--- config.mk ---
export PLATFORM = sky130hd
export DESIGN_NAME = tccw_front
export DESIGN_NICKNAME = d
export VERILOG_FILES = /design/src/hdl/tccw_pkg.sv /design/src/hdl/tccw_front.sv
export SDC_FILE = /design/constraint.sdc
export NUM_CORES = 1
export LEC_CHECK = 0
export BUFFER_PORTS_ARGS = -buffer_cell sky130_fd_sc_hd__buf_2
export CAP_MARGIN = 20
export CELL_PAD_IN_SITES_DETAIL_PLACEMENT = 0
export CELL_PAD_IN_SITES_GLOBAL_PLACEMENT = 2
export CORE_ASPECT_RATIO = 0.6
export CORE_UTILIZATION = 36
export CTS_CLUSTER_SIZE = 14
export DETAILED_ROUTE_END_ITERATION = 16
export GPL_TIMING_DRIVEN = 0
export PLACE_DENSITY = 0.8
export SYNTH_ARGS = -nofsm -noshare
export SYNTH_HDL_FRONTEND = slang
export SYNTH_SLANG_ARGS = --single-unit
--- constraint.sdc ---
create_clock -name clk -period 2 [get_ports clk]
set_input_delay 0.3 -clock clk [delete_from_list [all_inputs] [get_ports clk]]
set_output_delay 0.3 -clock clk [all_outputs]
set_load 0.005 [all_outputs]
--- src/hdl/tccw_pkg.sv ---
`timescale 1ns / 1ps
// ----------------------------------------------------------------------------
// Text console character writer package
// Screen geometry, payload structs, command and sequencer codes.
// ----------------------------------------------------------------------------
package tccw_pkg;

  localparam int COLUMNS    = 80;
  localparam int ROWS       = 25;
  localparam int CELL_COUNT = ROWS * COLUMNS;
  localparam int ADDR_W     = $clog2(CELL_COUNT);
  localparam int ROW_W      = $clog2(ROWS);
  localparam int COL_W      = $clog2(COLUMNS);
  localparam int CARET_W    = 11;

  localparam logic [ADDR_W-1:0] LAST_CELL    = ADDR_W'(CELL_COUNT - 1);
  localparam logic [ADDR_W-1:0] LAST_COPY    = ADDR_W'(CELL_COUNT - COLUMNS - 1);
  localparam logic [ADDR_W-1:0] FIRST_BOTTOM = ADDR_W'(CELL_COUNT - COLUMNS);
  localparam logic [ROW_W-1:0]  LAST_ROW     = ROW_W'(ROWS - 1);
  localparam logic [COL_W-1:0]  LAST_COL     = COL_W'(COLUMNS - 1);

  localparam logic [7:0] CODE_BACKSPACE = 8'h08;
  localparam logic [7:0] CODE_TAB       = 8'h09;
  localparam logic [7:0] CODE_NEWLINE   = 8'h0A;
  localparam logic [7:0] BLANK_CHAR     = 8'h20;
  localparam logic [7:0] RESET_COLOR    = 8'h07;
  localparam logic [15:0] RESET_CELL    = {RESET_COLOR, BLANK_CHAR};

  localparam logic KIND_PUT  = 1'b0;
  localparam logic KIND_READ = 1'b1;

  typedef struct packed {
    logic        kind;
    logic [7:0]  char_code;
    logic [10:0] cell_index;
  } in_item_t;

  typedef struct packed {
    logic [15:0] cell_value;
    logic [4:0]  cursor_row_out;
    logic [6:0]  cursor_col_out;
    logic [10:0] caret_index;
  } out_item_t;

  typedef enum logic [2:0] {
    OP_READ,
    OP_PUT,
    OP_TAB,
    OP_NEWLINE,
    OP_BACKSPACE
  } op_t;

  typedef struct packed {
    op_t         op;
    logic [7:0]  ch;
    logic [10:0] idx;
  } cmd_t;

  typedef enum logic [3:0] {
    ST_CLEAR,
    ST_IDLE,
    ST_PRINT,
    ST_LINE,
    ST_BACK,
    ST_SCROLL,
    ST_BLANK,
    ST_DONE
  } state_t;

endpackage

--- src/hdl/tccw_front.sv ---
`timescale 1ns / 1ps
// ----------------------------------------------------------------------------
// Text console front end
// Accepts input beats, decodes them into commands and queues up to two of them.
// ----------------------------------------------------------------------------
module tccw_front import tccw_pkg::*; (
  input  logic     clk,
  input  logic     rst,
  input  logic     in_valid,
  output logic     in_ready,
  input  in_item_t in_data,
  input  logic     clearing,
  output logic     cmd_valid,
  output cmd_t     cmd,
  input  logic     cmd_pop
);

  cmd_t       queue [2];
  logic       wr_ptr;
  logic       rd_ptr;
  logic [1:0] count;
  cmd_t       decoded;
  logic       push;

  always_comb begin
    decoded.ch  = in_data.char_code;
    decoded.idx = in_data.cell_index;
    if (in_data.kind == KIND_READ) begin
      decoded.op = OP_READ;
    end else begin
      case (in_data.char_code)
        CODE_BACKSPACE: decoded.op = OP_BACKSPACE;
        CODE_TAB:       decoded.op = OP_TAB;
        CODE_NEWLINE:   decoded.op = OP_NEWLINE;
        default:        decoded.op = OP_PUT;
      endcase
    end
  end

  assign in_ready  = !clearing && (count != 2'd2);
  assign push      = in_valid && in_ready;
  assign cmd_valid = (count != 2'd0);
  assign cmd       = queue[rd_ptr];

  always_ff @(posedge clk) begin
    if (push) begin
      queue[wr_ptr] <= decoded;
    end
  end

  always_ff @(posedge clk) begin
    if (rst) begin
      wr_ptr <= 1'b0;
      rd_ptr <= 1'b0;
      count  <= 2'd0;
    end else begin
      if (push) begin
        wr_ptr <= !wr_ptr;
      end
      if (cmd_pop) begin
        rd_ptr <= !rd_ptr;
      end
      count <= count + 2'(push) - 2'(cmd_pop);
    end
  end

endmodule

; ---- Word level (Yosys, flattened, before mapping)
; Memories as Yosys holds them, arrays and structs flattened. A register that Yosys moved wholly into a read port is not among the register bits.
; Index checks and enable logic that the tools add are counted.
[word_totals]
memories = 1
out_inout_bits = 24
reg_bits = 4
mem_bits_rw = 44
elab_cells = 22
[op_classes]
n_eq_ne = 4
n_addsub = 2
muxes = 6
reduce_logical = 6
[mem_list]
columns = name, words, word_bits, read_ports, rd_clocked_by_memory_dff, wr, line
row1 = queue, 2, 22, 1, 1, 1, tccw_front.sv:18  ; cmd_t queue [2];
[op_table]
columns = op, count
row1 = equality test 8 x 4 -> 1 bit (second input constant), 3
row2 = case mux 3 bit (3 select lines), 1
row3 = 2-to-1 mux 1 bit, 4
row4 = logical NOT 1 bit, 3
row5 = 2-to-1 mux 3 bit, 1
row6 = adder 2 x 1 -> 2 bit, 1
row7 = logical AND 1 bit, 2
row8 = != test 2 bit (second input constant), 1
row9 = nonzero test 2 bit, 1
row10 = subtractor 2 x 1 -> 2 bit, 1

; ---- Longest topological paths before layout
[logic_depth]
depth_word = 5
depth_mapped = 9

; ---- Worst setup path before layout
; OpenSTA, ideal clock, no wires.
[synth_timing]
path_type = reg-to-reg
from = reg count[1]
to = mem queue[0][0] (netlist name) (enable)
setup_ns = 0.377
arrival_ns = 1.242
n_path_buf = 0
path_slack_ns = 0.382
stages_incl_launch_ff = 4
path_cell_list = dfxtp_1 > nor2b_4 > or3_1 > inv_1
[synth_between]
elab_chain_len = 5
[synth_rtl]
columns = item, line
row1 = from (decl), tccw_front.sv:21  ; logic [1:0] count;
row2 = from (signal assigned), tccw_front.sv:63  ; count <= count + 2'(push) - 2'(cmd_pop);
row3 = != test 2 bit, tccw_front.sv:40  ; assign in_ready = !clearing && (count != 2'd2);
row4 = logical AND 1 bit, tccw_front.sv:40
row5 = logical AND 1 bit, tccw_front.sv:41  ; assign push = in_valid && in_ready;
row6 = 2-to-1 mux 1 bit, tccw_front.sv:46  ; if (push) begin
row7 = 2-to-1 mux 1 bit (not written as such), tccw_front.sv:47  ; queue[wr_ptr] <= decoded;
row8 = to (decl), tccw_front.sv:18
; Every way passes these cells.

; ---- Final worst setup path
[layout_timing]
from = reg count[1]
to = mem queue[0][9] (netlist name) (enable)
; Same word-level chain as after synthesis.

==> out/qor.yml <==
grt:
  grt_pass1_vias: 1035
  grt_usage: 0.120
  grt_max_degree: 23
  gr-total-overflow: 0
  grt_pass1_wl_um: 4800
  antenna_found_initial: 0
timing:
  fmax_ghz: 0.532
  hold_viol: 0
  tightest_slew_ns: 0.896
  grt_setup_unrepaired: "false"
  fin_crit_sh: 0.940
  finalCriticalPeriod_ns: 1.88
  fin_hold_ws_ns: 0.193
  slew_headroom: 0.402
  setup_tns_ns: 0
  slew_violations: 0
  skew_ns: 0.00376
  setup_viol: 0
routing:
  num_vias: 1015
  vias_per_cell: 4.59
  first_pass_iters: 3
  wirelength_um: 3080
  avgRoutedWirePerCell_um: 13.9
  first_iter_violations: 31
  drc: 0
  ant_nets: 0
hold_path:
  min_path_type: "input pin to flop"
place:
  finalWeightedCongestion: 0.756
  dp_hpwl_um: 2190
  io_buffers: 48
  placed_area_um2: 2190
synth:
  yosysWarnings: 0
  netlist.area_leader.share: 0.706
  syn_nets: 128
  synthTopCellsByCount: "edfxtp_1, mux2_2, dfxtp_1, nor2_1, xnor2_1"
  synth_edf_count: 44
  async_reset_ff_frac: 0
  ys_seq_area_frac: 0.760
  ys_ff_latch: 49
  synth_most_common_cell: "edfxtp_1"
  synth.largest_area_cell: "edfxtp_1"
  synth_area_leaders: "edfxtp_1, mux2_2, dfxtp_1"
  syn_area_um2: 1870
  syn_inst: 101
  ys_types: 21
  synth_flop_cell: "edfxtp_1"
  avgSynthCellArea_um2: 18.5
clock_network:
  cts_hold_buf: 0
  cts_buffer_depth: 2
  postCtsSetupRepairBufs: 0
  clock_latency_ns: 0.29
  clk_pin_slew_worst_paths_ns: 0.09
  clock_sinks: 49
  cts_root_buffer: "clkbuf_8"
  cts.repair.resized: 0
  cts_buffers: 5
  h-tree-depth: 2
  cts_tree: "done"
critical_path:
  cp_max_fo: 22
  crit_type: "flop to flop"
  r2r_setup_slack_ns: 0.12
  worstPathRequired_ns: 1.92
  start_kind: "flop"
  arrival_ns: 1.80
  cp-end-kind: "flop"
floorplanning:
  coreArea_um2: 4780
  num_rows: 19
  die_h_um: 57.8
  initial_utilization: 0.391
  num_io_pins: 49
  dieArea_um2: 5500
  fp.dieW_um: 95.1
cells_and_area:
  finalNetCount: 184
  fin_util: 0.489
  final_cell_area_um2: 2340
  num_antenna_cells: 0
  drive_above_1_share: 0.538
  layout-area-overhead-vs-synth_pct: 25.0
run_status:
  outcome: "completed"
pwr:
  power_density_nw_per_um2: 975
  irDropWorstVdd_v: 0.000475
  p_leak_nw: 0.891
job:
  cap_violations: 0
## worst max-delay path: stages, from the launching register on
cell,delay (ns)
dfxtp_1,0.34
nor2b_4,0.13
or3_1,0.37
inv_1,0.67
## flip-flops by register name (all words and copies together), names as in the netlist, named ones only
| name | cells |
|---|---|
| wr_ptr | 1 |
| rd_ptr | 1 |
| count | 2 |
| queue | 44 |
## layout make-up
cell class              count  area (um^2)
plain buffers               2         10.0
clock buffers               5         68.8
clock inverters             3         65.1
fillers                   408         2440
inverters                   2         7.51
multi-input cells          48          432
flip-flops and latches     49         1420
well taps                  63         78.8
repair buffers             49          255
## placed cells by master, fill, tap and decap left out
master / instances
a21oi_1: 2
and3_1: 1
buf_2: 50
buf_8: 1
bufinv_16: 2
clkbuf_8: 5
clkinv_2: 1
dfxtp_1: 5
edfxtp_1: 44
ha_1: 2
inv_1: 2
mux2_2: 22
nand2_1: 2
nand2b_1: 1
nor2_1: 5
nor2b_1: 1
nor2b_4: 1
nor3_1: 2
nor4_2: 1
nor4b_2: 1
o21ai_0: 1
or2_2: 1
or3_1: 1
xnor2_1: 3
xor2_1: 1
## routing by layer
| metal | wire length, um | global-route usage | vias up |
|---|---|---|---|
| met1 | 1450 | 0.157 | 485 |
| li1 | - | - | 493 |
| met5 | 0 | 0 | - |
| met3 | 213 | 0.0407 | 2 |
| met2 | 1410 | 0.192 | 35 |
| met4 | 9 | 0.0325 | 0 |
## power breakdown
group	switching, mW	internal (mW)	total, mW
combinational	0.127	0.143	0.270
sequential	0.0225	1.18	1.20
clock	0.308	0.496	0.804
## per-stage QoR
stage                     power, mW  std cells  worst slack, ns
after floorplan                1.38        101            0.382
after detailed placement       1.50        212           0.0276
after CTS                      2.30        220           0.0709
after global placement         1.49        212           0.0720
after global routing           2.37        221           0.0116
final                          2.28        221            0.120
## path summary, 6_finish.rpt
path / start / to / depth (start not counted)
worst max register to register: count[1]$_SDFF_PP0_ / queue[0][9]$_DFFE_PP_ / 3
worst max-delay path: count[1]$_SDFF_PP0_ / queue[0][9]$_DFFE_PP_ / 3
worst min register to register: wr_ptr$_SDFFE_PP0P_ / wr_ptr$_SDFFE_PP0P_ / 2
worst min-delay path: in_data[4] / queue[0][4]$_DFFE_PP_ / 1
## kinds of logic (layout without fill, tap and decap cells)
family,count (synthesis),count (layout),synth area share
xor+xnor,4,4,0.0187
simple gates,17,17,0.0582
buf+inv,4,61,0.00937
fa+ha+maj,2,2,0.0134
compound gates,3,3,0.00802
flops,49,49,0.760
mux,22,22,0.132
No activity file was read; power rests on OpenSTA's default activity.
